`config.mk`:
```
export PLATFORM = sky130hd
export DESIGN_NAME = bmm_ctrl
export DESIGN_NICKNAME = d
export VERILOG_FILES = /design/src/sv/bmm_pkg.sv /design/src/sv/bmm_ctrl.sv
export SDC_FILE = /design/constraint.sdc
export NUM_CORES = 1
export LEC_CHECK = 0
export BUFFER_PORTS_ARGS = -buffer_cell sky130_fd_sc_hd__buf_2
export CELL_PAD_IN_SITES_DETAIL_PLACEMENT = 1
export CELL_PAD_IN_SITES_GLOBAL_PLACEMENT = 1
export CORE_ASPECT_RATIO = 2
export CORE_MARGIN = 2
export CORE_UTILIZATION = 48
export DETAILED_ROUTE_END_ITERATION = 10
export PLACE_DENSITY_LB_ADDON = 0.1
export SLEW_MARGIN = 40
export SYNTH_ARGS = -nofsm -noshare
export SYNTH_HDL_FRONTEND = slang
export SYNTH_SLANG_ARGS = --single-unit
```
`constraint.sdc`:
```
create_clock -name clock -period 5.5 [get_ports clock]
set_clock_uncertainty 0.05 [all_clocks]
set_input_delay 0.275 -clock clock [delete_from_list [all_inputs] [get_ports clock]]
set_output_delay 0.275 -clock clock [all_outputs]
set_load 0.05 [all_outputs]
```
`src/sv/bmm_pkg.sv`:
```
package bmm_pkg;

   localparam int DEF_MAX_N     = 32;
   localparam int DEF_MAX_BLOCK = 8;

   localparam int CMD_W   = 2;
   localparam int COORD_W = 5;
   localparam int ELEM_W  = 16;
   localparam int OUT_W   = 37;
   localparam int MS_W    = 6;
   localparam int BS_W    = 4;
   localparam int CSR_W   = 6;
   localparam int CSR_IDX_W = 1;

   localparam logic [CMD_W-1:0] CMD_WRITE_A = 2'd0;
   localparam logic [CMD_W-1:0] CMD_WRITE_B = 2'd1;
   localparam logic [CMD_W-1:0] CMD_COMPUTE = 2'd2;

   localparam logic [CSR_IDX_W-1:0] CSR_MATRIX_SIZE = 1'b0;
   localparam logic [CSR_IDX_W-1:0] CSR_BLOCK_SIZE  = 1'b1;

   localparam logic [MS_W-1:0] MATRIX_SIZE_RESET = 6'd32;
   localparam logic [BS_W-1:0] BLOCK_SIZE_RESET  = 4'd8;

   localparam logic signed [63:0] OUT_MAX = 64'sd68719476735;
   localparam logic signed [63:0] OUT_MIN = -64'sd68719476736;

   typedef struct packed {
      logic wr_a;
      logic wr_b;
      logic issue;
      logic first;
      logic last_k;
      logic load;
      logic load_last;
   } bmm_cmd_type;

   typedef struct packed {
      logic sum_done;
      logic out_free;
   } bmm_status_type;

   typedef struct packed {
      logic valid;
      logic first;
      logic last;
   } bmm_stage_type;

endpackage

```
`src/sv/bmm_ctrl.sv`:
```
module bmm_ctrl
   import bmm_pkg::*;
#(
   parameter int MAX_N     = DEF_MAX_N,
   parameter int MAX_BLOCK = DEF_MAX_BLOCK,
   localparam int NW = $clog2(MAX_N + 1),
   localparam int IW = $clog2(MAX_N),
   localparam int BW = $clog2(MAX_BLOCK + 1)
) (
   input  logic                 clock,
   input  logic                 reset,
   input  logic                 req_valid,
   output logic                 req_stall,
   input  logic [CMD_W-1:0]     req_cmd,
   input  logic [COORD_W-1:0]   req_row,
   input  logic [COORD_W-1:0]   req_col,
   input  logic                 csr_write,
   input  logic [CSR_IDX_W-1:0] csr_index,
   input  logic [CSR_W-1:0]     csr_data,
   input  bmm_status_type       status,
   output bmm_cmd_type          cmd,
   output logic [IW-1:0]        row_idx,
   output logic [IW-1:0]        col_idx,
   output logic [IW-1:0]        k_idx
);

   typedef enum logic [1:0] {ST_IDLE, ST_RUN, ST_WAIT, ST_EMIT} state_type;

   state_type       state_ff;
   logic [MS_W-1:0] matrix_size_ff;
   logic [BS_W-1:0] block_size_ff;
   logic [NW-1:0]   i_ff, j_ff, k_ff, c0_ff, rend_ff, cend_ff;

   logic [NW-1:0]   n;
   logic [BW-1:0]   b;
   logic [NW-1:0]   rend_in, cend_in;
   logic            accept, tile_ok, last_elem, write_ok;

   always_comb begin
      if (matrix_size_ff == '0) begin
         n = NW'(1);
      end else if (int'(matrix_size_ff) > MAX_N) begin
         n = NW'(MAX_N);
      end else begin
         n = NW'(matrix_size_ff);
      end
      if (block_size_ff == '0) begin
         b = BW'(1);
      end else if (int'(block_size_ff) > MAX_BLOCK) begin
         b = BW'(MAX_BLOCK);
      end else begin
         b = BW'(block_size_ff);
      end
   end

   always_comb begin
      int rsum;
      int csum;
      rsum = int'(req_row) + int'(b);
      csum = int'(req_col) + int'(b);
      rend_in = (rsum < int'(n)) ? NW'(rsum) : n;
      cend_in = (csum < int'(n)) ? NW'(csum) : n;
   end

   assign req_stall = (state_ff != ST_IDLE);
   assign accept    = req_valid && !req_stall;
   assign tile_ok   = (int'(req_row) < int'(n)) && (int'(req_col) < int'(n));
   assign write_ok  = (int'(req_row) < MAX_N) && (int'(req_col) < MAX_N);
   assign last_elem = (i_ff == rend_ff - NW'(1)) && (j_ff == cend_ff - NW'(1));

   always_comb begin
      cmd           = '0;
      cmd.wr_a      = accept && (req_cmd == CMD_WRITE_A) && write_ok;
      cmd.wr_b      = accept && (req_cmd == CMD_WRITE_B) && write_ok;
      cmd.issue     = (state_ff == ST_RUN);
      cmd.first     = (k_ff == '0);
      cmd.last_k    = (k_ff == n - NW'(1));
      cmd.load      = (state_ff == ST_EMIT) && status.out_free;
      cmd.load_last = last_elem;
   end

   assign row_idx = i_ff[IW-1:0];
   assign col_idx = j_ff[IW-1:0];
   assign k_idx   = k_ff[IW-1:0];

   always_ff @(posedge clock) begin
      if (reset) begin
         state_ff       <= ST_IDLE;
         matrix_size_ff <= MATRIX_SIZE_RESET;
         block_size_ff  <= BLOCK_SIZE_RESET;
         i_ff    <= '0;
         j_ff    <= '0;
         k_ff    <= '0;
         c0_ff   <= '0;
         rend_ff <= '0;
         cend_ff <= '0;
      end else begin
         if (csr_write) begin
            unique case (csr_index)
               CSR_MATRIX_SIZE: matrix_size_ff <= csr_data[MS_W-1:0];
               CSR_BLOCK_SIZE:  block_size_ff  <= csr_data[BS_W-1:0];
               default: ;
            endcase
         end
         unique case (state_ff)
            ST_IDLE: begin
               if (accept && (req_cmd == CMD_COMPUTE) && tile_ok) begin
                  i_ff     <= NW'(req_row);
                  j_ff     <= NW'(req_col);
                  c0_ff    <= NW'(req_col);
                  rend_ff  <= rend_in;
                  cend_ff  <= cend_in;
                  k_ff     <= '0;
                  state_ff <= ST_RUN;
               end
            end
            ST_RUN: begin
               k_ff <= k_ff + NW'(1);
               if (k_ff == n - NW'(1)) begin
                  state_ff <= ST_WAIT;
               end
            end
            ST_WAIT: begin
               if (status.sum_done) begin
                  state_ff <= ST_EMIT;
               end
            end
            ST_EMIT: begin
               if (status.out_free) begin
                  if (last_elem) begin
                     state_ff <= ST_IDLE;
                  end else begin
                     k_ff <= '0;
                     if (j_ff == cend_ff - NW'(1)) begin
                        j_ff <= c0_ff;
                        i_ff <= i_ff + NW'(1);
                     end else begin
                        j_ff <= j_ff + NW'(1);
                     end
                     state_ff <= ST_RUN;
                  end
               end
            end
            default: state_ff <= ST_IDLE;
         endcase
      end
   end

   a_k_in_range: assert property (@(posedge clock) disable iff (reset)
      state_ff == ST_RUN |-> k_ff < n)
      else $error("k index beyond matrix size");

   a_done_when_waiting: assert property (@(posedge clock) disable iff (reset)
      status.sum_done |-> state_ff == ST_WAIT)
      else $error("sum finished outside the wait state");

   a_elem_in_tile: assert property (@(posedge clock) disable iff (reset)
      state_ff == ST_EMIT |-> (i_ff < rend_ff) && (j_ff < cend_ff))
      else $error("emitted element outside the tile");

endmodule

```
==> flow_summary.json <==
{
  "diodes": 0,
  "timing.rr.start": "block_size_ff[3]",
  "ctsHtreeMaxLevel": 2,
  "syn_nets": 552,
  "hold_class": "in2reg",
  "status": "finished, final reports clean",
  "grt_usage": 0.2798,
  "worstSetupPathType": "reg2reg",
  "wirelength_mm": 12.59,
  "grt_overflow_total": 0,
  "drt_iter0_drc": 157,
  "critPathTopFamily": "compound AO/OA/AOI/OAI gates",
  "crit_path_max_incr_delay_ps": 400,
  "powerDensity_mw_per_mm2": 261.7,
  "wire_per_inst_um": 20.74,
  "relSlewSlack": 0.4549,
  "internal_power_mw": 0.6974,
  "std_cell_rows": 47,
  "synth_ff_type": "dfxtp_1",
  "io_buffers": 47,
  "drc": 0,
  "yosys_warnings": 0,
  "vias_per_cell": 6.297,
  "coreArea_mm2": 0.008233,
  "maxSlewViolCount": 0,
  "synth_edf_count": 0,
  "syn_area_per_cell_um2": 8.345,
  "grt_pass1_wl_mm": 20.67,
  "crit_chain": "nor2b_1, ha_1, a21o_1, a21oi_1, xnor2_1, ha_1, nand2_1, a2111oi_0, a211oi_1, o21ai_2, mux2i_1, a211oi_1",
  "ff2ff_setup_slack_ps": 1920,
  "p_clk_frac": 0.275,
  "hold-worst-slack_ps": 161.8,
  "period_share": 0.6515,
  "clk_latency_ps": 290,
  "synthCells": 487,
  "critPathRequiredTime_ps": 5590,
  "critPathMaxFanout": 6,
  "multi_input_area_mm2": 0.002813,
  "drv_cap": 0,
  "drive_above_1_share": 0.1493,
  "cts_tree": "yes",
  "grt_pass1_vias": 4154,
  "clock-sinks": 47,
  "min_period_ps": 3583,
  "clock_path_buffers": 2,
  "routabilityCongestion": 0.8752,
  "fin_cells": 607,
  "async_reset_ff_frac": 0,
  "synth_area_mm2": 0.004064,
  "register_area_um2": 940.9,
  "hp-start": "csr_data[5]",
  "holdPathStages": 3,
  "yosys-top-cells-area": "dfxtp_1, ha_1, a211oi_1, mux2i_1, xnor2_1",
  "hold_buffers": 0,
  "postCtsSetupBuffers": 0,
  "initial_utilization": 0.4936,
  "ys_types": 65,
  "path_buf_inv": 0,
  "finalHoldViolCount": 0,
  "slowest_stage": "a2111oi_0",
  "dr.pass1.iters": 4,
  "ff2ff_path_depth": 12,
  "fp.dieH_um": 134.1,
  "rsz0062_at_grt": "false",
  "p_sw_mw": 0.4499,
  "synth_area_leader_cell": "dfxtp_1",
  "end_kind": "register",
  "reg2reg_to": "cend_ff[2]",
  "cts_root_buffer": "clkbuf_16",
  "antenna_found_initial": 0,
  "synth.ff_latch_count": 47,
  "nets": 574,
  "irDropWorstVdd_uv": 163.4,
  "dp_cells": 600,
  "grt_start_max_net_pins": 41,
  "yosysTopAreaCellShare": 0.2315,
  "tightest_slew_ps": 817.6,
  "die_x_um": 69.07,
  "seqPwrFrac": 0.349,
  "tns_ps": 0,
  "dieArea_mm2": 0.009263,
  "setup_viol": 0,
  "syn_to_final_growth_pct": 7.882,
  "numCtsBuffers": 5,
  "min_to": "matrix_size_ff[5]",
  "place_hpwl_mm": 10.03,
  "drtAntennaViolNets": 0,
  "p_sw_frac": 0.3922,
  "clkTransAtPathRegs_ps": 60,
  "vias": 3822,
  "cp.arrival_ps": 3670,
  "cts-resized-gates": 0,
  "num_io_pins": 48,
  "fmax_mhz": 279.1,
  "p_comb_frac": 0.377,
  "p_leak_nw": 1.740,
  "seq_area_frac_synth": 0.2315,
  "fillCellCount": 1032,
  "worst_setup_path_start_kind": "register"
}
==> power by group through the flow <==
stage | Combinational, mW | Sequential (mW) | Clock [mW]
after global placement | 0.416 | 0.406 | 0
after detailed placement | 0.430 | 0.408 | 0
final | 0.432 | 0.400 | 0.315
after global routing | 0.473 | 0.405 | 0.331
after CTS | 0.433 | 0.400 | 0.322
after floorplan | 0.333 | 0.394 | 0
==> cells by family after synthesis <==
family / share of synthesized area
xor gates and xnor gates: 0.06465
and+or+nand+nor: 0.2063
buffers and inverters: 0.07759
adders and majority gates: 0.1268
AOI/OAI and AO/OA: 0.2362
DFF: 0.2315
muxes: 0.05696
==> metrics by stage <==
step           total power [mW]    util  area (um^2)  setup slack (ps)
2_1_floorplan            0.7274       -         4064              2118
3_3_place_gp             0.8223  0.5144         4235              1933
3_5_place_dp             0.8374  0.5150         4240              1939
4_1_cts                   1.155  0.5325         4384              1880
5_1_grt                   1.208  0.5325         4384              1585
6_report                  1.147  0.5325         4384              1917
==> cell usage in the layout, fill, tap and decap left out, types with 4 or more instances in the layout <==
master      n
o21a_1      5
a21oi_1    26
nand4_1     5
a211oi_1   31
dfxtp_1    47
buf_2      47
nor4b_1     4
or3_1       4
nand3b_1    4
and3_1      5
o21ai_0    15
nand2_1    29
xnor2_1    18
mux2i_1    22
nor3b_1     4
o32ai_1     4
nor3_1     17
xor2_1     12
nor2b_1    15
inv_1      25
and2_1      5
nor2_1     32
nand3_1    20
ha_1       38
clkbuf_16   5
a21o_1      7
==> state kept, by name, indices dropped and copies added, names as in the netlist <==
| signal | flops |
|---|---|
| rend_ff | 6 |
| i_ff | 6 |
| c0_ff | 5 |
| matrix_size_ff | 6 |
| cend_ff | 6 |
| state_ff | 2 |
| k_ff | 6 |
| j_ff | 6 |
| block_size_ff | 4 |
==> worst max-delay path by stage <==
| stage | depth (start not counted) | to | start | slack (ps) |
|---|---|---|---|---|
| finish | 12 | cend_ff[2] | block_size_ff[3] | 1920 |
| detailed placement | 12 | cend_ff[2] | block_size_ff[3] | 1940 |
| global route | 12 | cend_ff[2] | block_size_ff[1] | 1590 |
| CTS | 12 | cend_ff[2] | block_size_ff[3] | 1880 |
| floorplan | 9 | cmd[2] | matrix_size_ff[1] | 2120 |
| global placement | 9 | j_ff[0] | matrix_size_ff[5] | 1930 |
==> area by class of cell <==
cell class	instances	share of cell area
Inverter	27	0.02426
Tap cell	98	0.02797
Multi-Input combinational cell	378	0.6416
Clock inverter	1	0.001142
Clock buffer	6	0.03168
Sequential cell	47	0.2146
Timing Repair Buffer	50	0.05879
==> synth_stat cells (all sizes together), types with 4 or more instances <==
| cell type | instances |
|---|---|
| buf | 25 |
| nor3 | 19 |
| dfxtp | 47 |
| nand2 | 29 |
| and3 | 5 |
| xor2 | 12 |
| nor2b | 15 |
| clkbuf | 10 |
| inv | 25 |
| or3 | 4 |
| o21a | 5 |
| mux2i | 22 |
| a211oi | 33 |
| nor3b | 4 |
| o32ai | 4 |
| a21oi | 26 |
| a21o | 7 |
| nand3b | 4 |
| nor4b | 4 |
| o21ai | 17 |
| nor2 | 32 |
| nand4 | 5 |
| xnor2 | 18 |
| nand3 | 20 |
| and2 | 5 |
| ha | 38 |
==> routing by layer <==
| layer | GRT usage | part of all wire | vias up |
|---|---|---|---|
| met1 | 0.2664 | 0.36 | 1874 |
| met5 | 0 | 0 | - |
| met4 | 0.1656 | 0.055 | 0 |
| li1 | - | - | 1828 |
| met3 | 0.03080 | 0.025 | 38 |
| met2 | 0.5550 | 0.56 | 82 |
==> worst register-to-register path, stage by stage (launching register included) <==
cell and delay (ps):
dfxtp_1 370, nor2b_1 380, ha_1 320, a21o_1 180
a21oi_1 230, xnor2_1 150, ha_1 320, nand2_1 60
a2111oi_0 400, a211oi_1 130, o21ai_2 380, mux2i_1 340
a211oi_1 110
(Power assumes the default switching activity.)
